[config.mk]
export PLATFORM = sky130hd
export DESIGN_NAME = greedy_word_wrap
export DESIGN_NICKNAME = d
export VERILOG_FILES = /design/src/hw/rtl/gww_pkg.sv /design/src/hw/rtl/gww_cfg.sv /design/src/hw/rtl/gww_ctrl.sv /design/src/hw/rtl/gww_dp.sv /design/src/hw/rtl/greedy_word_wrap.sv
export SDC_FILE = /design/constraint.sdc
export NUM_CORES = 1
export LEC_CHECK = 0
export ABC_AREA = 1
export BUFFER_PORTS_ARGS = -buffer_cell sky130_fd_sc_hd__buf_2
export CORE_MARGIN = 5
export CORE_UTILIZATION = 40
export CTS_CLUSTER_SIZE = 24
export DETAILED_ROUTE_END_ITERATION = 8
export GPL_TIMING_DRIVEN = 0
export HOLD_SLACK_MARGIN = 0.15
export SYNTH_ARGS = -nofsm -noshare
export SYNTH_HDL_FRONTEND = slang
export SYNTH_SLANG_ARGS = --single-unit
[constraint.sdc]
create_clock -name clk -period 11.1 [get_ports clk]
set_clock_uncertainty 0.2 [all_clocks]
set_input_delay 1.665 -clock clk [delete_from_list [all_inputs] [get_ports clk]]
set_output_delay 1.665 -clock clk [all_outputs]
set_load 0.02 [all_outputs]
[src/hw/rtl/gww_pkg.sv]
// Shared constants, codes and types of the greedy word wrap block.
package gww_pkg;

  localparam int LINE_BYTES  = 32;
  localparam int STORE_LINES = 8;
  localparam int STORE_DEPTH = LINE_BYTES - 1;
  localparam int MAX_RESULTS = 40;
  localparam int MAX_WRITES  = MAX_RESULTS - 1;

  localparam logic [7:0] NUL_CODE   = 8'd0;
  localparam logic [7:0] SPACE_CODE = 8'd32;

  localparam logic [1:0] KIND_CHAR = 2'd0;
  localparam logic [1:0] KIND_TERM = 2'd1;
  localparam logic [1:0] KIND_DONE = 2'd2;

  typedef enum logic [3:0] {
    ST_IDLE,
    ST_DISPATCH,
    ST_CHKWRAP,
    ST_DPLACE,
    ST_RSTART,
    ST_RREAD,
    ST_RPLACE,
    ST_ZTERM,
    ST_ZFIN,
    ST_FINISH
  } state_t;

  typedef enum logic [3:0] {
    OP_NONE,
    OP_ACCEPT,
    OP_STORE,
    OP_DIRECT,
    OP_SPACE,
    OP_RS_WRAP,
    OP_RS_SPACE,
    OP_READ,
    OP_NEWLINE,
    OP_PUTCHAR,
    OP_ZTERM,
    OP_ZFIN,
    OP_FLUSH
  } op_t;

  typedef struct packed {
    op_t  op;
    logic src_mem;
  } cmd_t;

  typedef struct packed {
    logic is_zero;
    logic is_space;
    logic full;
    logic stream;
    logic col_zero;
    logic wlen_zero;
    logic wrap_chk;
    logic col_at_w;
    logic loop_last;
    logic wr_ok;
    logic push_ok;
    logic pend_valid;
    logic out_free;
  } sts_t;

  typedef struct packed {
    logic [4:0] ew;
    logic [3:0] elim;
  } cfg_t;

  typedef struct packed {
    logic [1:0] kind;
    logic [2:0] line_index;
    logic [4:0] column;
    logic [7:0] ch;
    logic [3:0] total;
  } res_t;

endpackage

[src/hw/rtl/gww_cfg.sv]
// Configuration registers of the word wrap block with their effective ranges.
module gww_cfg (
  input  logic               clk,
  input  logic               rst_n,
  input  logic               psel,
  input  logic               penable,
  input  logic               pwrite,
  input  logic [2:0]         paddr,
  input  logic [31:0]        pwdata,
  output logic [31:0]        prdata,
  output logic               pready,
  output gww_pkg::cfg_t      cfg
);

  localparam logic REG_WIDTH = 1'b0;
  localparam logic REG_LIMIT = 1'b1;
  localparam logic [4:0] WIDTH_RST = 5'd26;
  localparam logic [3:0] LIMIT_RST = 4'd8;

  logic [4:0] width_r, width_nxt;
  logic [3:0] limit_r, limit_nxt;
  logic       wr_en;

  assign pready = 1'b1;
  assign wr_en  = psel && penable && pwrite;

  always_comb begin
    width_nxt = width_r;
    limit_nxt = limit_r;
    if (wr_en) begin
      unique case (paddr[2])
        REG_WIDTH: width_nxt = pwdata[4:0];
        REG_LIMIT: limit_nxt = pwdata[3:0];
        default:   width_nxt = width_r;
      endcase
    end
  end

  always_ff @(posedge clk) begin
    if (!rst_n) begin
      width_r <= WIDTH_RST;
      limit_r <= LIMIT_RST;
    end else begin
      width_r <= width_nxt;
      limit_r <= limit_nxt;
    end
  end

  always_comb begin
    unique case (paddr[2])
      REG_WIDTH: prdata = {27'd0, width_r};
      REG_LIMIT: prdata = {28'd0, limit_r};
      default:   prdata = 32'd0;
    endcase
  end

  always_comb begin
    cfg.ew = (width_r == 5'd0) ? 5'd1 : width_r;
    if (limit_r == 4'd0) begin
      cfg.elim = 4'd1;
    end else if (limit_r > 4'(gww_pkg::STORE_LINES)) begin
      cfg.elim = 4'(gww_pkg::STORE_LINES);
    end else begin
      cfg.elim = limit_r;
    end
  end

endmodule

[src/hw/rtl/gww_ctrl.sv]
// Sequencing state machine of the word wrap block.
module gww_ctrl (
  input  logic             clk,
  input  logic             rst_n,
  input  logic             in_valid,
  output logic             in_stall,
  input  gww_pkg::sts_t    sts,
  output gww_pkg::cmd_t    cmd
);

  gww_pkg::state_t state_r, state_nxt;
  logic direct;
  logic place_done;

  assign direct     = sts.stream || (sts.col_zero && sts.wlen_zero);
  assign place_done = sts.wr_ok && !sts.col_at_w;

  always_comb begin
    state_nxt = state_r;
    unique case (state_r)
      gww_pkg::ST_IDLE: begin
        if (in_valid) state_nxt = gww_pkg::ST_DISPATCH;
      end
      gww_pkg::ST_DISPATCH: begin
        if (sts.is_zero) begin
          state_nxt = (!sts.full && !sts.wlen_zero) ? gww_pkg::ST_RSTART : gww_pkg::ST_ZTERM;
        end else if (sts.is_space) begin
          state_nxt = (!sts.full && !sts.wlen_zero) ? gww_pkg::ST_RSTART : gww_pkg::ST_FINISH;
        end else if (sts.full) begin
          state_nxt = gww_pkg::ST_FINISH;
        end else if (direct) begin
          state_nxt = gww_pkg::ST_DPLACE;
        end else begin
          state_nxt = gww_pkg::ST_CHKWRAP;
        end
      end
      gww_pkg::ST_CHKWRAP: begin
        state_nxt = sts.wrap_chk ? gww_pkg::ST_RSTART : gww_pkg::ST_FINISH;
      end
      gww_pkg::ST_DPLACE: begin
        if (sts.full || place_done) state_nxt = gww_pkg::ST_FINISH;
      end
      gww_pkg::ST_RSTART: begin
        if (sts.wr_ok) state_nxt = gww_pkg::ST_RREAD;
      end
      gww_pkg::ST_RREAD: begin
        if (sts.full) begin
          state_nxt = sts.is_zero ? gww_pkg::ST_ZTERM : gww_pkg::ST_FINISH;
        end else begin
          state_nxt = gww_pkg::ST_RPLACE;
        end
      end
      gww_pkg::ST_RPLACE: begin
        if (sts.full || (place_done && sts.loop_last)) begin
          state_nxt = sts.is_zero ? gww_pkg::ST_ZTERM : gww_pkg::ST_FINISH;
        end else if (place_done) begin
          state_nxt = gww_pkg::ST_RREAD;
        end
      end
      gww_pkg::ST_ZTERM: begin
        if (sts.full || sts.wr_ok) state_nxt = gww_pkg::ST_ZFIN;
      end
      gww_pkg::ST_ZFIN: begin
        if (sts.push_ok) state_nxt = gww_pkg::ST_FINISH;
      end
      gww_pkg::ST_FINISH: begin
        if (!sts.pend_valid || sts.out_free) state_nxt = gww_pkg::ST_IDLE;
      end
      default: state_nxt = gww_pkg::ST_IDLE;
    endcase
  end

  always_comb begin
    cmd.op      = gww_pkg::OP_NONE;
    cmd.src_mem = 1'b0;
    in_stall    = 1'b1;
    unique case (state_r) inside
      gww_pkg::ST_IDLE: begin
        in_stall = 1'b0;
        if (in_valid) cmd.op = gww_pkg::OP_ACCEPT;
      end
      gww_pkg::ST_DISPATCH: begin
        if (sts.is_zero) begin
          cmd.op = gww_pkg::OP_NONE;
        end else if (sts.is_space) begin
          cmd.op = gww_pkg::OP_SPACE;
        end else if (sts.full) begin
          cmd.op = gww_pkg::OP_NONE;
        end else if (direct) begin
          cmd.op = gww_pkg::OP_DIRECT;
        end else begin
          cmd.op = gww_pkg::OP_STORE;
        end
      end
      gww_pkg::ST_CHKWRAP: cmd.op = gww_pkg::OP_NONE;
      gww_pkg::ST_DPLACE, gww_pkg::ST_RPLACE: begin
        cmd.src_mem = (state_r == gww_pkg::ST_RPLACE);
        if (!sts.full && sts.wr_ok) begin
          cmd.op = sts.col_at_w ? gww_pkg::OP_NEWLINE : gww_pkg::OP_PUTCHAR;
        end
      end
      gww_pkg::ST_RSTART: begin
        if (sts.wr_ok) cmd.op = sts.wrap_chk ? gww_pkg::OP_RS_WRAP : gww_pkg::OP_RS_SPACE;
      end
      gww_pkg::ST_RREAD: begin
        if (!sts.full) cmd.op = gww_pkg::OP_READ;
      end
      gww_pkg::ST_ZTERM: begin
        if (!sts.full && sts.wr_ok) cmd.op = gww_pkg::OP_ZTERM;
      end
      gww_pkg::ST_ZFIN: begin
        if (sts.push_ok) cmd.op = gww_pkg::OP_ZFIN;
      end
      gww_pkg::ST_FINISH: begin
        if (sts.pend_valid && sts.out_free) cmd.op = gww_pkg::OP_FLUSH;
      end
      default: cmd.op = gww_pkg::OP_NONE;
    endcase
  end

  always_ff @(posedge clk) begin
    if (!rst_n) begin
      state_r <= gww_pkg::ST_IDLE;
    end else begin
      state_r <= state_nxt;
    end
  end

endmodule

[src/hw/rtl/gww_dp.sv]
// Datapath of the word wrap block: word buffer, line position and result registers.
module gww_dp (
  input  logic             clk,
  input  logic             rst_n,
  input  gww_pkg::cmd_t    cmd,
  input  gww_pkg::cfg_t    cfg,
  input  logic [7:0]       in_char_code,
  input  logic             out_stall,
  output gww_pkg::sts_t    sts,
  output logic             out_valid,
  output logic [1:0]       out_kind,
  output logic [2:0]       out_line_index,
  output logic [4:0]       out_column,
  output logic [7:0]       out_char_code_out,
  output logic [3:0]       out_line_total,
  output logic             out_last
);

  logic [7:0] store_mem [gww_pkg::STORE_DEPTH];

  logic [7:0]       char_r, char_nxt;
  logic [4:0]       wlen_r, wlen_nxt;
  logic [4:0]       col_r, col_nxt;
  logic [3:0]       line_r, line_nxt;
  logic             full_r, full_nxt;
  logic             stream_r, stream_nxt;
  logic [4:0]       len_r, len_nxt;
  logic [4:0]       idx_r, idx_nxt;
  logic [7:0]       rdata_r;
  logic [5:0]       nwr_r, nwr_nxt;
  logic             pend_valid_r, pend_valid_nxt;
  gww_pkg::res_t    pend_r, pend_nxt;
  logic             out_valid_r, out_valid_nxt;
  gww_pkg::res_t    out_r, out_nxt;
  logic             out_last_r, out_last_nxt;

  logic             is_wr_op;
  logic             suppress;
  logic             wr_emit;
  logic             push;
  logic             mv_out;
  logic             out_free;
  logic             ended;
  logic [3:0]       line_inc;
  logic [3:0]       total;
  gww_pkg::res_t    new_res;

  assign out_free = !out_valid_r || !out_stall;
  assign suppress = (nwr_r >= 6'(gww_pkg::MAX_WRITES));
  assign ended    = (char_r == gww_pkg::NUL_CODE) || (char_r == gww_pkg::SPACE_CODE);
  assign line_inc = line_r + 4'd1;
  assign total    = full_r ? cfg.elim
                  : line_r + {3'd0, ((col_r != 5'd0) || (line_r == 4'd0))};

  always_comb begin
    is_wr_op           = 1'b1;
    new_res.kind       = gww_pkg::KIND_TERM;
    new_res.line_index = line_r[2:0];
    new_res.column     = col_r;
    new_res.ch         = gww_pkg::NUL_CODE;
    new_res.total      = 4'd0;
    unique case (cmd.op) inside
      gww_pkg::OP_NEWLINE, gww_pkg::OP_RS_WRAP, gww_pkg::OP_ZTERM: begin
        new_res.kind = gww_pkg::KIND_TERM;
      end
      gww_pkg::OP_PUTCHAR: begin
        new_res.kind = gww_pkg::KIND_CHAR;
        new_res.ch   = cmd.src_mem ? rdata_r : char_r;
      end
      gww_pkg::OP_RS_SPACE: begin
        new_res.kind = gww_pkg::KIND_CHAR;
        new_res.ch   = gww_pkg::SPACE_CODE;
      end
      gww_pkg::OP_ZFIN: begin
        is_wr_op           = 1'b0;
        new_res.kind       = gww_pkg::KIND_DONE;
        new_res.line_index = 3'd0;
        new_res.column     = 5'd0;
        new_res.total      = total;
      end
      default: is_wr_op = 1'b0;
    endcase
  end

  assign wr_emit = is_wr_op && !suppress;
  assign push    = wr_emit || (cmd.op == gww_pkg::OP_ZFIN);
  assign mv_out  = (push && pend_valid_r) || (cmd.op == gww_pkg::OP_FLUSH);

  always_comb begin
    char_nxt       = char_r;
    wlen_nxt       = wlen_r;
    col_nxt        = col_r;
    line_nxt       = line_r;
    full_nxt       = full_r;
    stream_nxt     = stream_r;
    len_nxt        = len_r;
    idx_nxt        = idx_r;
    nwr_nxt        = wr_emit ? nwr_r + 6'd1 : nwr_r;
    pend_valid_nxt = pend_valid_r;
    pend_nxt       = pend_r;
    out_valid_nxt  = out_valid_r;
    out_nxt        = out_r;
    out_last_nxt   = out_last_r;

    unique case (cmd.op)
      gww_pkg::OP_ACCEPT: begin
        char_nxt = in_char_code;
        nwr_nxt  = 6'd0;
        if (!full_r && (line_r >= cfg.elim)) full_nxt = 1'b1;
      end
      gww_pkg::OP_STORE: begin
        if (wlen_r < 5'(gww_pkg::STORE_DEPTH)) wlen_nxt = wlen_r + 5'd1;
      end
      gww_pkg::OP_DIRECT: stream_nxt = 1'b1;
      gww_pkg::OP_SPACE:  stream_nxt = 1'b0;
      gww_pkg::OP_RS_WRAP: begin
        len_nxt    = wlen_r;
        wlen_nxt   = 5'd0;
        idx_nxt    = 5'd0;
        stream_nxt = !ended;
        line_nxt   = line_inc;
        col_nxt    = 5'd0;
        if (line_inc >= cfg.elim) full_nxt = 1'b1;
      end
      gww_pkg::OP_RS_SPACE: begin
        len_nxt    = wlen_r;
        wlen_nxt   = 5'd0;
        idx_nxt    = 5'd0;
        stream_nxt = 1'b0;
        col_nxt    = col_r + 5'd1;
      end
      gww_pkg::OP_NEWLINE: begin
        line_nxt = line_inc;
        col_nxt  = 5'd0;
        if (line_inc >= cfg.elim) full_nxt = 1'b1;
      end
      gww_pkg::OP_PUTCHAR: begin
        col_nxt = col_r + 5'd1;
        if (cmd.src_mem) idx_nxt = idx_r + 5'd1;
      end
      gww_pkg::OP_ZFIN: begin
        wlen_nxt   = 5'd0;
        col_nxt    = 5'd0;
        line_nxt   = 4'd0;
        full_nxt   = 1'b0;
        stream_nxt = 1'b0;
      end
      default: char_nxt = char_r;
    endcase

    if (mv_out) begin
      out_valid_nxt = 1'b1;
      out_nxt       = pend_r;
      out_last_nxt  = (cmd.op == gww_pkg::OP_FLUSH);
    end else if (!out_stall) begin
      out_valid_nxt = 1'b0;
    end

    if (push) begin
      pend_valid_nxt = 1'b1;
      pend_nxt       = new_res;
    end else if (cmd.op == gww_pkg::OP_FLUSH) begin
      pend_valid_nxt = 1'b0;
    end
  end

  always_ff @(posedge clk) begin
    if (cmd.op == gww_pkg::OP_STORE && wlen_r < 5'(gww_pkg::STORE_DEPTH)) begin
      store_mem[wlen_r] <= char_r;
    end
    if (cmd.op == gww_pkg::OP_READ) begin
      rdata_r <= store_mem[idx_r];
    end
  end

  always_ff @(posedge clk) begin
    if (!rst_n) begin
      wlen_r       <= 5'd0;
      col_r        <= 5'd0;
      line_r       <= 4'd0;
      full_r       <= 1'b0;
      stream_r     <= 1'b0;
      nwr_r        <= 6'd0;
      pend_valid_r <= 1'b0;
      out_valid_r  <= 1'b0;
    end else begin
      wlen_r       <= wlen_nxt;
      col_r        <= col_nxt;
      line_r       <= line_nxt;
      full_r       <= full_nxt;
      stream_r     <= stream_nxt;
      nwr_r        <= nwr_nxt;
      pend_valid_r <= pend_valid_nxt;
      out_valid_r  <= out_valid_nxt;
    end
  end

  always_ff @(posedge clk) begin
    char_r     <= char_nxt;
    len_r      <= len_nxt;
    idx_r      <= idx_nxt;
    pend_r     <= pend_nxt;
    out_r      <= out_nxt;
    out_last_r <= out_last_nxt;
  end

  always_comb begin
    sts.is_zero    = (char_r == gww_pkg::NUL_CODE);
    sts.is_space   = (char_r == gww_pkg::SPACE_CODE);
    sts.full       = full_r;
    sts.stream     = stream_r;
    sts.col_zero   = (col_r == 5'd0);
    sts.wlen_zero  = (wlen_r == 5'd0);
    sts.wrap_chk   = ({1'b0, col_r} + 6'd1 + {1'b0, wlen_r}) > {1'b0, cfg.ew};
    sts.col_at_w   = (col_r >= cfg.ew);
    sts.loop_last  = (idx_r == (len_r - 5'd1));
    sts.wr_ok      = suppress || !pend_valid_r || out_free;
    sts.push_ok    = !pend_valid_r || out_free;
    sts.pend_valid = pend_valid_r;
    sts.out_free   = out_free;
  end

  assign out_valid         = out_valid_r;
  assign out_kind          = out_r.kind;
  assign out_line_index    = out_r.line_index;
  assign out_column        = out_r.column;
  assign out_char_code_out = out_r.ch;
  assign out_line_total    = out_r.total;
  assign out_last          = out_last_r;

  a_no_overwrite: assert property (@(posedge clk) disable iff (!rst_n)
    mv_out |-> out_free)
    else $error("result register overwritten while stalled");

  a_idle_flushed: assert property (@(posedge clk) disable iff (!rst_n)
    (cmd.op == gww_pkg::OP_ACCEPT) |-> !pend_valid_r)
    else $error("word accepted with a result still pending");

  a_text_cleared: assert property (@(posedge clk) disable iff (!rst_n)
    (cmd.op == gww_pkg::OP_ZFIN) |=>
      (line_r == 4'd0 && col_r == 5'd0 && wlen_r == 5'd0 && !full_r))
    else $error("text state not cleared after end of text");

  a_write_cap: assert property (@(posedge clk) disable iff (!rst_n)
    nwr_r <= 6'(gww_pkg::MAX_WRITES))
    else $error("write count above limit");

endmodule

[src/hw/rtl/greedy_word_wrap.sv]
// Greedy word wrap: places a byte stream into fixed-width lines and reports each write.
// The input channel (in_valid, in_stall, in_char_code) takes one text byte per word.
// A space ends a word and runs of spaces collapse; byte 0 ends the text.
// The result channel (out_valid, out_stall, out_*) carries one word per line store
// write: a character, a line terminator, or the end-of-text word with the line count.
// out_last marks the final result caused by one input byte.
// A new byte is accepted only in the idle state, once the work of the previous byte is done.
// Flushing a buffered word reads each character from the word buffer memory before it is
// placed, and each hard split adds a line terminator.
// End of text adds a step for the terminator and one for the count.
// A result moves to the output register when the next result of the same byte is formed, or at
// the end of that byte's work; the output register lets a new byte in while it waits.
// When the receiver stalls, the sequencer waits once its pending result cannot move.
// Synchronous reset clears the line position and the word buffer length, empties the
// result path and loads line_width 26 and line_limit 8; the buffer needs no clearing.
// line_width sits at byte address 0 and line_limit at 4 on the APB-style port.
module greedy_word_wrap (
  input  logic        clk,
  input  logic        rst_n,
  input  logic        in_valid,
  output logic        in_stall,
  input  logic [7:0]  in_char_code,
  output logic        out_valid,
  input  logic        out_stall,
  output logic [1:0]  out_kind,
  output logic [2:0]  out_line_index,
  output logic [4:0]  out_column,
  output logic [7:0]  out_char_code_out,
  output logic [3:0]  out_line_total,
  output logic        out_last,
  input  logic        psel,
  input  logic        penable,
  input  logic        pwrite,
  input  logic [2:0]  paddr,
  input  logic [31:0] pwdata,
  output logic [31:0] prdata,
  output logic        pready
);

  gww_pkg::cfg_t cfg;
  gww_pkg::cmd_t cmd;
  gww_pkg::sts_t sts;

  gww_cfg u_cfg (
    .clk     (clk),
    .rst_n   (rst_n),
    .psel    (psel),
    .penable (penable),
    .pwrite  (pwrite),
    .paddr   (paddr),
    .pwdata  (pwdata),
    .prdata  (prdata),
    .pready  (pready),
    .cfg     (cfg)
  );

  gww_ctrl u_ctrl (
    .clk      (clk),
    .rst_n    (rst_n),
    .in_valid (in_valid),
    .in_stall (in_stall),
    .sts      (sts),
    .cmd      (cmd)
  );

  gww_dp u_dp (
    .clk               (clk),
    .rst_n             (rst_n),
    .cmd               (cmd),
    .cfg               (cfg),
    .in_char_code      (in_char_code),
    .out_stall         (out_stall),
    .sts               (sts),
    .out_valid         (out_valid),
    .out_kind          (out_kind),
    .out_line_index    (out_line_index),
    .out_column        (out_column),
    .out_char_code_out (out_char_code_out),
    .out_line_total    (out_line_total),
    .out_last          (out_last)
  );

endmodule
; ---- Word level (Yosys, flattened, before mapping)
; Memory sizes are Yosys's and may differ from the RTL's. A register that Yosys moved wholly into a read port is not among the register bits.
; Cells that the tools add are included.
; W data, S select, Z words.
[word_totals]
ff_bits = 100
ram_bits = 248
output_inout_bits = 58
wordCells = 199
memories = 1
[mem_list]
columns = name, words, word_bits, rd, rd_clocked_by_memory_dff, write_ports, line_no
row1 = u_dp.store_mem, 31, 8, 1, 1, 1, gww_dp.sv:19  ; logic [7:0] store_mem [gww_pkg::STORE_DEPTH];
[classes]
add_sub_neg = 9
order_cmp = 7
n_eq_ne = 35
n_mux = 58
bitwise_logic = 2
n_reduce_logical = 62
[op_table]
columns = cell, n
row1 = $mux W4, 26
row2 = $pmux W32 S2, 1
row3 = $pmux W4 S10, 1
row4 = $eq A4 B3 Y1 const B, 8
row5 = $pmux W4 S8, 1
row6 = $pmux W5 S2, 3
row7 = $eq A4 B4 Y1 const B, 7
row8 = $eq A4 B2 Y1 const B, 4
row9 = $ne A2 B1 Y1 const B, 8
row10 = $pmux W8 S2, 1
row11 = $add A5 B1 Y5 const B, 3
row12 = $logic_not A5 Y1, 3
row13 = $mux W5, 3
row14 = $mux W1, 14
row15 = $logic_and A1 B1 Y1, 12
row16 = $logic_not A4 Y1, 3
row17 = $logic_or A1 B1 Y1, 12
row18 = $reduce_bool A2 Y1, 5
row19 = $reduce_or A2 Y1, 5
row20 = $reduce_or A3 Y1, 3
row21 = $eq A4 B1 Y1 const B, 2
row22 = $eq A8 B6 Y1 const B, 1
row23 = $ge A4 B4 Y1, 2
row24 = $logic_not A1 Y1, 8
row25 = 28 further kinds, 37

; ---- Logic depth before layout (Yosys ltp)
; Gate-level depths: netlist (run 1).
[depth]
word_depth = 16
ltp_mapped = 25

; ---- Modules after synthesis
; From an unflattened synthesis (run 1), not the netlist that was laid out.
[hier_totals]
hier_cells = 1524
area_unflattened_um2 = 16032.9
[modules_own_cells]
columns = module, n_inst, cells_each, area_each_um2, seq_area_each_um2
row1 = gww_dp, 1, 1283, 14659.1, 10059.6
row2 = gww_cfg, 1, 113, 726.9, 180.2
row3 = gww_ctrl, 1, 128, 646.9, 80.1

; ---- Worst setup path before layout (run 1)
; OpenSTA, ideal clock, no wires.
[synth_path]
path_type = input to register
from = input port out_stall
to = register u_dp.out_r (netlist bit u_dp.out_char_code_out[0]) (enable)
setup_time_ns = 0.380
arrival_time_ns = 3.642
t_required_ns = 10.520
slack_ns = 6.878
stages = 14
path_cell_list = nand2_1 > nor2_2 > inv_1 > nand2_4 > nand3_1 > a21oi_1 > nand3_2 > nor2_2 > nand2_2 > nand2_2 > nand2_4 > nand2_2 > nand2_1 > nand2_1
[synth_via]
elab_chain_len = 13
word_cells_on_any_way = 25
[synth_lines]
columns = item, line_no
row1 = from (decl), greedy_word_wrap.sv:24  ; input logic out_stall,
row2 = $logic_not A1 Y1 (*), gww_dp.sv:48  ; assign out_free = !out_valid_r || !out_stall;
row3 = $logic_or A1 B1 Y1 (*), gww_dp.sv:48
row4 = $logic_or A1 B1 Y1, gww_dp.sv:217  ; sts.wr_ok = suppress || !pend_valid_r || out_free;
row5 = $logic_and A1 B1 Y1, "gww_ctrl.sv:98, gww_ctrl.sv:109"
row6 = $mux W4 (on tied branches), "gww_ctrl.sv:98, gww_ctrl.sv:109"
row7 = $pmux W4 S8 (*), gww_ctrl.sv:77  ; unique case (state_r) inside
row8 = $eq A4 B3 Y1 (no source line) or $eq A4 B4 Y1 (tied branches), -
row9 = $reduce_or A5 Y1 (no source line), -
row10 = $mux W1, gww_dp.sv:62  ; unique case (cmd.op) inside
row11 = $logic_and A1 B1 Y1, gww_dp.sv:85  ; assign wr_emit = is_wr_op && !suppress;
row12 = $logic_or A1 B1 Y1, gww_dp.sv:86  ; assign push = wr_emit || (cmd.op == gww_pkg::OP_ZFIN);
row13 = $logic_and A1 B1 Y1, gww_dp.sv:87  ; assign mv_out = (push && pend_valid_r) || (cmd.op == gww_pkg::OP_FLUSH);
row14 = $logic_or A1 B1 Y1 (*), gww_dp.sv:87
row15 = via u_dp.mv_out, gww_dp.sv:41  ; logic mv_out;
row16 = to (signal assigned), gww_dp.sv:203  ; out_r <= out_nxt;
row17 = to (decl), gww_dp.sv:34  ; gww_pkg::res_t out_r, out_nxt;
; The timed path passes the listed nets; every way through them passes the cells marked *.
; A chain may end at the register's enable or synchronous reset.

; ---- Worst setup path after layout (run 1)
[layout_path]
from = register u_dp.col_r[0]
to = register u_dp.out_r (netlist bit u_dp.out_column[3]) (enable)
[layout_via]
elab_chain_len = 15
word_cells_on_any_way = 29
[layout_lines]
columns = item, line_no
row1 = from (decl), gww_dp.sv:23  ; logic [4:0] col_r, col_nxt;
row2 = from (signal assigned), gww_dp.sv:188  ; col_r <= col_nxt;
row3 = branches (longest 7 deep; another with $add A5 B1 Y6), -
row4 = $pmux W4 S8 (*), gww_ctrl.sv:77
row5 = $eq A4 B3 Y1 (no source line) or $eq A4 B4 Y1 (tied branches), -
row6 = $reduce_or A5 Y1 (no source line), -
row7 = $mux W1, gww_dp.sv:62
row8 = $logic_and A1 B1 Y1, gww_dp.sv:85
row9 = $logic_or A1 B1 Y1, gww_dp.sv:86
row10 = $logic_and A1 B1 Y1, gww_dp.sv:87
row11 = $logic_or A1 B1 Y1 (*), gww_dp.sv:87
row12 = via u_dp.mv_out, gww_dp.sv:41
; Mark *: on every way through the listed nets, which the timed path passes.

==> results of run 1 <==
-- cells in the final DEF, fill, tap and decap left out, types with 38 or more instances in the layout --
cell and instances:
a21oi_1 58, o22ai_1 38, clkbuf_1 58, o21ai_0 151, edfxtp_1 319, nand2_1 147
inv_1 87, nor2_1 213, nand3_1 38, buf_2 58
-- per-stage QoR --
step                setup WS (ns)  area [sq um]
finish                       6.15         17800
detailed placement           6.09         16600
CTS                          6.06         17700
floorplan                    6.88         15700
global placement             6.17         16600
global route                 5.67         17800
-- registers in the layout, indices dropped and copies added (netlist names), 6 cells and up --
register	count
u_dp.store_mem	248
u_dp.pend_r	22
u_dp.char_r	8
u_dp.out_char_code_out	8
u_dp.rdata_r	8
u_dp.nwr_r	6
-- logic make-up after synthesis --
group / Yosys count / synth area share
and+or+nand+nor: 462 / 0.127
DFF: 356 / 0.663
adders and majority gates: 37 / 0.0302
xor gates and xnor gates: 17 / 0.00956
AOI/OAI and AO/OA: 313 / 0.116
buffers and inverters: 189 / 0.0534
other: 2 / 0.000482
-- metal layers --
metal,part of all wire,GRT usage
met1,0.41,0.239
met2,0.48,0.305
met3,0.077,0.0364
met4,0.032,0.0559
met5,0,0
-- worst max path at each step --
stage                                                      to  slack (ns)  cells past startpoint
after floorplan           u_dp.out_char_code_out[0]$_DFFE_PP_        6.88                     14
after global placement           u_dp.out_column[2]$_DFFE_PP_        6.17                     19
after detailed placement         u_dp.out_column[3]$_DFFE_PP_        6.09                     19
after CTS                        u_dp.out_column[3]$_DFFE_PP_        6.06                     19
after global routing             u_dp.out_column[2]$_DFFE_PP_        5.67                     19
final                            u_dp.out_column[3]$_DFFE_PP_        6.15                     19
-- power by group through the flow --
stage	clock network [mW]	logic, mW	registers, mW
after CTS	1.16	0.488	1.71
after detailed placement	0	0.486	1.74
after floorplan	0	0.334	1.69
after global placement	0	0.479	1.73
final	1.15	0.532	1.69
after global routing	1.22	0.586	1.70
-- area by class of cell --
cell class              instances  area, sq um
clock buffers                  45          956
fillers                      3590        20800
plain buffers                  90          457
multi-input cells             857         4510
clock inverters                20          143
inverters                      99          374
well taps                     518          648
repair buffers                 54          360
flip-flops and latches        356        10300
==> key figures, run 1 <==
Critical path
  – Worst R2R Start: u_dp.col_r[0]$_SDFFE_PN0P_
  – Critical Path RT: 11.04 ns
  – CP Buf/Inv Count: 1
  – Worst EP arrival: 4.89 ns
  – CP delay by family, top: simple AND/OR/NAND/NOR gates
  – CP most frequent cell: nand2_1
  – Endpoint class of the critical path: register
  – Worst path cell trace: inv_1, ha_1, fa_1, o21ai_0, xor2_1, ha_1, nand2_1, nand2_1, nand2_1, nand2_1, nand2_1, nand3_2, nor2_2, nand2_2, nand2_2, nand2_4, nand2_2, nand2_1, nand2_1
  – Worst Reg-to-Reg Cells: 19
  – CP startpoint: u_dp.col_r[0]$_SDFFE_PN0P_
  – Crit-path max FO: 24
  – Crit Path Category: reg2reg
  – RR Endpoint: u_dp.out_column[3]$_DFFE_PP_
  – Slowest-stage cell, CP: nand2_1
  – Crit path largest cell delay: 0.72 ns
  – Startpoint Class: register
  – Worst reg2reg setup slack: 6.15 ns

Routing
  – Final wirelength: 40200 um
  – First-pass DRT Iterations: 5
  – Antenna Nets Post-Route: 0
  – Vias per inst: 5.31
  – Initial detailed-routing violation count: 1081
  – DR WL/cell: 19.7 um
  – DRC: 0
  – Detailed-route via count: 10835

Floorplanning
  – Die width: 207 um
  – Die area: 43000 sq um
  – Rows: 72
  – Initial Utilization: 0.404
  – Chip height: 207 um
  – Core Region: 38600 sq um
  – Ports: 108

Min path
  – Hold Path Stages: 0
  – Hold Startpoint: u_dp.pend_r[16]$_SDFFCE_PN0P_
  – Worst hold-check path type: reg2reg
  – Hold Path End: u_dp.out_column[4]$_DFFE_PP_

GRT
  – Global-route wire length before repair: 61500 um
  – Largest net degree at the start of global routing: 36
  – Total congestion overflow: 0
  – Vias in the first global route: 10449
  – Total GRT Usage: 0.181
  – Initial antenna violation count: 0

STA
  – Final hold viol count: 0
  – Min Clock Period, post-route: 4.95 ns
  – Hold slack: 0.217 ns
  – Setup TNS Final: 0 ns
  – Peak Freq: 202 MHz
  – RSZ-0062 raised after global routing: no
  – Max-slew violations: 0
  – Slew Limit Headroom: 0.0977
  – Setup violations, final: 0
  – Worst-Margin Slew: 1.35 ns
  – Final Cycle Share: 0.446

Layout
  – Layout Utilization: 0.461
  – Area Growth Syn to Fin: 14.2%
  – Antenna diodes: 0
  – Fin cells: 2039
  – Final #Nets: 1582
  – Layout cells sized above 1: 0.122

Clock network
  – Resized Gates After CTS: 0
  – Hold-fix buffers, CTS: 0
  – Clock transition at the registers of the reported paths: 0.06 ns
  – Clock Sinks: 356
  – Clock latency on the worst-skew pair: 0.55 ns
  – Max H-tree Level: 2
  – Clk root buf: clkbuf_16
  – Clock buffer count from CTS: 37
  – Postcts setup bufs: 0
  – CTS tree: built
  – Clk buf depth: 3

Yosys
  – Cells after Synth: 1376
  – Cell with the most instances after synthesis: edfxtp_1
  – Top cell type by total area after synthesis: edfxtp_1
  – Sequential fraction of the synthesis area: 0.663
  – Cell Area, Synth: 15600 sq um
  – #FFs+latches synth: 356
  – Post-synth ARST share: 0
  – Ys flop type: edfxtp_1
  – Ys Warns: 0
  – Yosys top cell area share: 0.615
  – Post-synth EDFFs: 319
  – Cell variety after synth: 50
  – Most instantiated cells after synthesis: edfxtp_1, nor2_1, o21ai_0
  – Ranking of synthesized cells by area: edfxtp_1, nor2_1, o21ai_0
  – Mapped Avg Cell Area: 11.3 sq um

Power and ir drop
  – Comb pwr share: 0.158
  – PwrDens: 189 nW/um^2
  – Clock network fraction of design power: 0.341
  – Tot Pwr: 3.37 mW
  – P_leak: 6.47 nW
  – Internal: 2.40 mW
  – Switch share: 0.288
  – Reg power frac: 0.501
  – VDD IR max: 0.000136 V
  – P_sw: 0.968 mW

Run status
  – Status: finished clean

Placed design
  – Port Buffer Count: 50
  – Final HPWL DP: 27400 um
  – Placed insts: 1970
  – RD Place Congestion: 0.926

Job
  – Total of max-cap violations: 0
No activity file was read; power rests on OpenSTA's default activity.
==> run 2, diff against run 1 <==
==> constraint.sdc (replaced) <==
create_clock -name clk -period 5.1 [get_ports clk]
set_clock_uncertainty 0.2 [all_clocks]
set_input_delay 0.765 -clock clk [delete_from_list [all_inputs] [get_ports clk]]
set_output_delay 0.765 -clock clk [all_outputs]
set_load 0.02 [all_outputs]
==> key figures, run 2 (synthesized netlist as in run 1, its figures left out) <==
Run status
  – Status: finished clean

Clock network
  – Clk root buf: clkbuf_16
  – Clock Sinks: 356 (unchanged)
  – Clock buffer count from CTS: 37 (unchanged)
  – Postcts setup bufs: 0 (unchanged)
  – Clk buf depth: 3 (unchanged)
  – Resized Gates After CTS: 0 (unchanged)
  – Clock transition at the registers of the reported paths: 0.06 ns (about the same)
  – Clock latency on the worst-skew pair: 0.54 ns (about the same)
  – CTS tree: built
  – Max H-tree Level: 2 (unchanged)
  – Hold-fix buffers, CTS: 0 (unchanged)

GRT
  – Total congestion overflow: 0 (unchanged)
  – Vias in the first global route: 10449 (unchanged)
  – Total GRT Usage: 0.181 (unchanged)
  – Global-route wire length before repair: 61500 um (unchanged)
  – Largest net degree at the start of global routing: 36 (unchanged)
  – Initial antenna violation count: 0 (unchanged)

Power and ir drop
  – Reg power frac: 0.501 (about the same)
  – Internal: 5.22 mW (+120%)
  – Switch share: 0.287 (about the same)
  – P_leak: 6.47 nW (about the same)
  – Clock network fraction of design power: 0.341 (about the same)
  – VDD IR max: 0.000297 V (+120%)
  – PwrDens: 412 nW/um^2 (+120%)
  – P_sw: 2.11 mW (+120%)
  – Comb pwr share: 0.158 (about the same)

STA
  – Setup violations, final: 0 (unchanged)
  – Peak Freq: 215 MHz (+6.5%)
  – Final hold viol count: 0 (unchanged)
  – Final Cycle Share: 0.911 (+0.465)
  – RSZ-0062 raised after global routing: no
  – Min Clock Period, post-route: 4.65 ns (-0.304 ns)
  – Slew Limit Headroom: 0.0945 (-0.00324)
  – Max-slew violations: 0 (unchanged)
  – Setup TNS Final: 0 ns (unchanged)
  – Worst-Margin Slew: 1.36 ns (+0.00485 ns)

Layout
  – Largest registers: u_dp.store_mem x248, u_dp.pend_r x22
  – Commonest cells after routing, fill and taps aside: edfxtp_1, nor2_1, o21ai_0
  – Antenna diodes: 0 (unchanged)
  – Commonest non-fill, non-tap cell in the layout: edfxtp_1
  – Max reg flops: 248 (unchanged)
  – Final #Nets: 1582 (unchanged)
  – Filler cells: 3590 (unchanged)
  – Layout cells sized above 1: 0.122 (+0.000657)
  – Area Growth Syn to Fin: 14.2% (about the same)
  – Fin cells: 2039 (unchanged)
  – Layout Utilization: 0.461 (about the same)
  – Reg with most FFs: u_dp.store_mem

Floorplanning
  – Initial Utilization: 0.404 (unchanged)
  – Rows: 72 (unchanged)
  – Chip height: 207 um (unchanged)
  – Ports: 108 (unchanged)
  – Die area: 43000 sq um (unchanged)
  – Die width: 207 um (unchanged)
  – Core Region: 38600 sq um (unchanged)

Routing
  – DRC: 0 (unchanged)
  – Detailed-route via count: 10840 (+0.046%)
  – Antenna Nets Post-Route: 0 (unchanged)
  – Vias per inst: 5.32 (about the same)
  – First-pass DRT Iterations: 5 (unchanged)
  – Final wirelength: 40200 um (about the same)
  – Initial detailed-routing violation count: 1081 (unchanged)
  – DR WL/cell: 19.7 um (about the same)

Critical path
  – Critical Path RT: 5.05 ns (-5.99 ns)
  – CP Buf/Inv Count: 2 (+1)
  – Endpoint class of the critical path: register
  – CP most frequent cell: nand2_1
  – Worst path cell trace: inv_1, ha_1, fa_1, o21ai_0, xor2_1, ha_1, nand2_1, nand2_1, nand2_1, nand2_1, nand2_1, nand3_2, nor2_1, nand3_1, inv_2, nand2_2, nor2_1
  – Crit-path max FO: 8 (-67%)
  – CP delay by family, top: simple AND/OR/NAND/NOR gates
  – Worst EP arrival: 4.60 ns (-0.29 ns)
  – Crit Path Category: reg2reg
  – Crit path largest cell delay: 0.75 ns (+0.03 ns)
  – Startpoint Class: register
  – Slowest-stage cell, CP: nor2_1

Min path
  – Worst hold-check path type: in2reg

Placed design
  – Port Buffer Count: 50 (unchanged)
  – Final HPWL DP: 27400 um (unchanged)
  – Placed insts: 1970 (unchanged)
  – RD Place Congestion: 0.926 (unchanged)

Job
  – Total of max-cap violations: 0 (unchanged)
-- run 2: cell count changes in the layout (fill, tap and decap cells not counted) --
cell	delta
nand2_1	-1
nand2_4	+1
-- run 2: final cells by class --
type / instances / area [sq um] / share of cell area
Timing Repair Buffer: 54 / 360 / 0.0203
Clock buffer: 45 / 956 / 0.0538
Buffer: 90 / 457 / 0.0257
Multi-Input combinational cell: 857 / 4520 / 0.254
Clock inverter: 20 / 143 / 0.00802
Tap cell: 518 / 648 / 0.0365
Sequential cell: 356 / 10300 / 0.580
Inverter: 99 / 374 / 0.0210
-- run 2: per-stage QoR --
stage                     power, mW  worst slack, ns  hold WS [ns]  instance area, sq um
after floorplan                4.40             1.01         0.200                 15700
after global placement         4.82            0.173         0.201                 16600
after detailed placement       4.84           0.0854         0.205                 16600
after CTS                      7.32           0.0553         0.189                 17700
after global routing           7.63            0.168         0.189                 17800
final                          7.32            0.452         0.211                 17800
-- run 2: worst reg2reg max path: cells and delay by family, from the launching register on --
family | cells | cell delay (ns)
XOR/XNOR | 1 | 0.21
AO/OA/AOI/OAI | 1 | 0.23
buffers and inverters | 2 | 0.33
adder cells (fa/ha/maj) | 3 | 1.01
flip-flops | 1 | 0.45
AND/OR/NAND/NOR | 10 | 1.86
-- run 2: metal layers --
metal	track usage	share of wire	routed length [um]	vias up
li1	-	-	-	5090
met1	0.239	0.41	16600	5181
met2	0.305	0.48	19200	479
met3	0.0364	0.077	3090	90
met4	0.0559	0.031	1260	0
met5	0	0	0	-
-- run 2: final timing paths --
check | start | endpoint | slack (ns) | depth (start not counted)
worst max-delay path | u_dp.col_r[0]$_SDFFE_PN0P_ | u_dp.store_mem[27][0]$_DFFE_PP_ | 0.45 | 17
worst min-delay path | in_char_code[6] | u_dp.char_r[6]$_DFFE_PP_ | 0.21 | 1
worst max register to register | u_dp.col_r[0]$_SDFFE_PN0P_ | u_dp.store_mem[27][0]$_DFFE_PP_ | 0.45 | 17
worst min register to register | u_dp.pend_r[16]$_SDFFCE_PN0P_ | u_dp.out_column[4]$_DFFE_PP_ | 0.22 | 0
-- run 2: power by group through the flow --
stage / logic [mW] / registers (mW) / clock network [mW]
detailed placement: 1.06 / 3.79 / 0
global placement: 1.04 / 3.77 / 0
global route: 1.28 / 3.69 / 2.66
finish: 1.16 / 3.67 / 2.50
floorplan: 0.726 / 3.67 / 0
CTS: 1.06 / 3.72 / 2.53
==> run 3, diff against run 2 <==
==> constraint.sdc (replaced) <==
create_clock -name clk -period 5.1 [get_ports clk]
set_clock_uncertainty 0.2 [all_clocks]
set_input_delay 0.51 -clock clk [delete_from_list [all_inputs] [get_ports clk]]
set_output_delay 0.51 -clock clk [all_outputs]
set_load 0.02 [all_outputs]
==> key figures, run 3 (synthesized netlist as in run 1, its figures left out) <==
Placed design
  – Port Buffer Count: 50 (unchanged)
  – Post-DP Area: 16600 sq um (unchanged)
  – RD Place Congestion: 0.926 (unchanged)
  – Final HPWL DP: 27400 um (unchanged)

Layout
  – Final #Nets: 1598 (+1.0%)
  – Layout cells sized above 1: 0.121 (-0.00127)
  – Area Growth Syn to Fin: 15.2%
  – Largest registers: u_dp.store_mem x248, u_dp.pend_r x22
  – Commonest non-fill, non-tap cell in the layout: edfxtp_1
  – Final instance area: 17900 sq um (+0.90%)
  – Max reg flops: 248 (unchanged)
  – Antenna diodes: 0 (unchanged)
  – Multi-input combinational cell area: 4520 sq um (unchanged)
  – Reg with most FFs: u_dp.store_mem
  – Seq. cell area: 10300 sq um (unchanged)
  – Commonest cells after routing, fill and taps aside: edfxtp_1, nor2_1, o21ai_0
  – Layout Utilization: 0.465 (+0.00415)
  – Filler cells: 3578 (-0.33%)

Floorplanning
  – Ports: 108 (unchanged)
  – Die width: 207 um (unchanged)
  – Core Region: 38600 sq um (unchanged)
  – Die area: 43000 sq um (unchanged)
  – Rows: 72 (unchanged)
  – Chip height: 207 um (unchanged)
  – Initial Utilization: 0.404 (unchanged)

GRT
  – Largest net degree at the start of global routing: 36 (unchanged)
  – Vias in the first global route: 10515 (+0.63%)
  – Initial antenna violation count: 0 (unchanged)
  – Total GRT Usage: 0.183 (+0.00120)
  – Global-route wire length before repair: 61900 um (+0.66%)
  – Total congestion overflow: 0 (unchanged)

Power and ir drop
  – VDD IR max: 0.000296 V (-0.22%)
  – P_leak: 6.54 nW (+1.0%)
  – Switch share: 0.288 (about the same)
  – Reg power frac: 0.500 (about the same)
  – P_sw: 2.11 mW (+0.27%)
  – Internal: 5.23 mW (+0.15%)
  – PwrDens: 409 nW/um^2 (-0.71%)
  – Tot Pwr: 7.34 mW (+0.18%)
  – Comb pwr share: 0.159 (about the same)
  – Clock network fraction of design power: 0.341 (about the same)

STA
  – Slew Limit Headroom: 0.113 (+0.0189)
  – Peak Freq: 215 MHz (+0.15%)
  – Hold slack: 0.217 ns (+0.00526 ns)
  – Final Cycle Share: 0.910 (-0.00140)
  – Final hold viol count: 0 (unchanged)
  – Setup TNS Final: 0 ns (unchanged)
  – Min Clock Period, post-route: 4.64 ns (-0.00713 ns)
  – Worst-Margin Slew: 1.33 ns (-0.0284 ns)
  – RSZ-0062 raised after global routing: no
  – Setup violations, final: 0 (unchanged)
  – Max-slew violations: 0 (unchanged)

Clock network
  – Clock Sinks: 356 (unchanged)
  – Clock buffer count from CTS: 37 (unchanged)
  – CTS tree: built
  – Clock transition at the registers of the reported paths: 0.06 ns (about the same)
  – Clk root buf: clkbuf_16
  – Clock latency on the worst-skew pair: 0.53 ns (about the same)
  – Clk buf depth: 3 (unchanged)
  – Max H-tree Level: 2 (unchanged)

Routing
  – Vias per inst: 5.28 (-0.60%)
  – DR WL/cell: 19.7 um (about the same)
  – First-pass DRT Iterations: 6 (+1)
  – Antenna Nets Post-Route: 0 (unchanged)
  – Final wirelength: 40600 um (+0.86%)
  – Detailed-route via count: 10859 (+0.18%)
  – DRC: 0 (unchanged)
  – Initial detailed-routing violation count: 1060 (-1.9%)

Critical path
  – Endpoint class of the critical path: register
  – Crit Path Category: reg2reg
  – Slowest-stage cell, CP: nor2_1
  – Startpoint Class: register
  – CP most frequent cell: nand2_1
  – CP delay by family, top: simple AND/OR/NAND/NOR gates
  – Crit-path max FO: 8 (unchanged)
  – Worst path cell trace: inv_1, ha_1, fa_1, o21ai_0, xor2_1, ha_1, nand2_1, nand2_1, nand2_1, nand2_1, nand2_1, nand3_2, nor2_1, nand3_1, inv_2, nand2_2, nor2_1
  – Critical Path RT: 5.05 ns (about the same)
  – Worst reg2reg setup slack: 0.46 ns (about the same)
  – Worst EP arrival: 4.59 ns (about the same)
  – CP Buf/Inv Count: 2 (unchanged)
  – Crit path largest cell delay: 0.75 ns (about the same)

Run status
  – Status: finished clean

Job
  – Total of max-cap violations: 0 (unchanged)

Min path
  – Worst hold-check path type: reg2reg
==> run 3: cell types whose count changed in the layout (fill, tap and decap cells not counted), sizes merged <==
cell / before / now
dlygate4sd3: 0 / 16
==> run 3: repair_timing <==
action	CTS	global route
gates resized for setup	0	2
setup endpoints to repair	0	23
hold buffers	16	0
setup buffers	0	0
hold endpoints to repair	21	0
==> run 3: through the flow <==
step | instances | setup slack, ns
2_1_floorplan | 1402 | 1.01
3_3_place_gp | 1970 | 0.173
3_5_place_dp | 1970 | 0.0854
4_1_cts | 2051 | 0.0553
5_1_grt | 2055 | 0.168
6_report | 2055 | 0.459
==> run 3: worst paths after layout <==
check                                     start                         endpoint  cells after the start
setup / recovery     u_dp.col_r[0]$_SDFFE_PN0P_  u_dp.store_mem[27][0]$_DFFE_PP_                     17
hold / removal    u_dp.pend_r[16]$_SDFFCE_PN0P_     u_dp.out_column[4]$_DFFE_PP_                      0
setup reg to reg     u_dp.col_r[0]$_SDFFE_PN0P_  u_dp.store_mem[27][0]$_DFFE_PP_                     17
hold reg to reg   u_dp.pend_r[16]$_SDFFCE_PN0P_     u_dp.out_column[4]$_DFFE_PP_                      0
==> run 3: power groups by stage <==
| stage | Clock (mW) | Combinational [mW] | Sequential (mW) |
|---|---|---|---|
| final | 2.50 | 1.17 | 3.67 |
| after global routing | 2.66 | 1.29 | 3.69 |
| after CTS | 2.53 | 1.07 | 3.72 |
| after detailed placement | 0 | 1.06 | 3.79 |
| after global placement | 0 | 1.04 | 3.77 |
| after floorplan | 0 | 0.726 | 3.67 |
==> run 3: cell type report <==
type	instances	share of cell area
Inverter	99	0.0209
Multi-Input combinational cell	857	0.252
Timing Repair Buffer	70	0.0290
Clock inverter	20	0.00795
Clock buffer	45	0.0533
Buffer	90	0.0255
Tap cell	518	0.0361
Sequential cell	356	0.575
==> run 3: per-layer routing <==
metal  global-route usage  part of all wire  routed length (um)
met2                0.307              0.48               19500
met4               0.0559             0.029                1190
met1                0.241              0.41               16800
met5                    0                 0                   0
met3               0.0364             0.074                3010
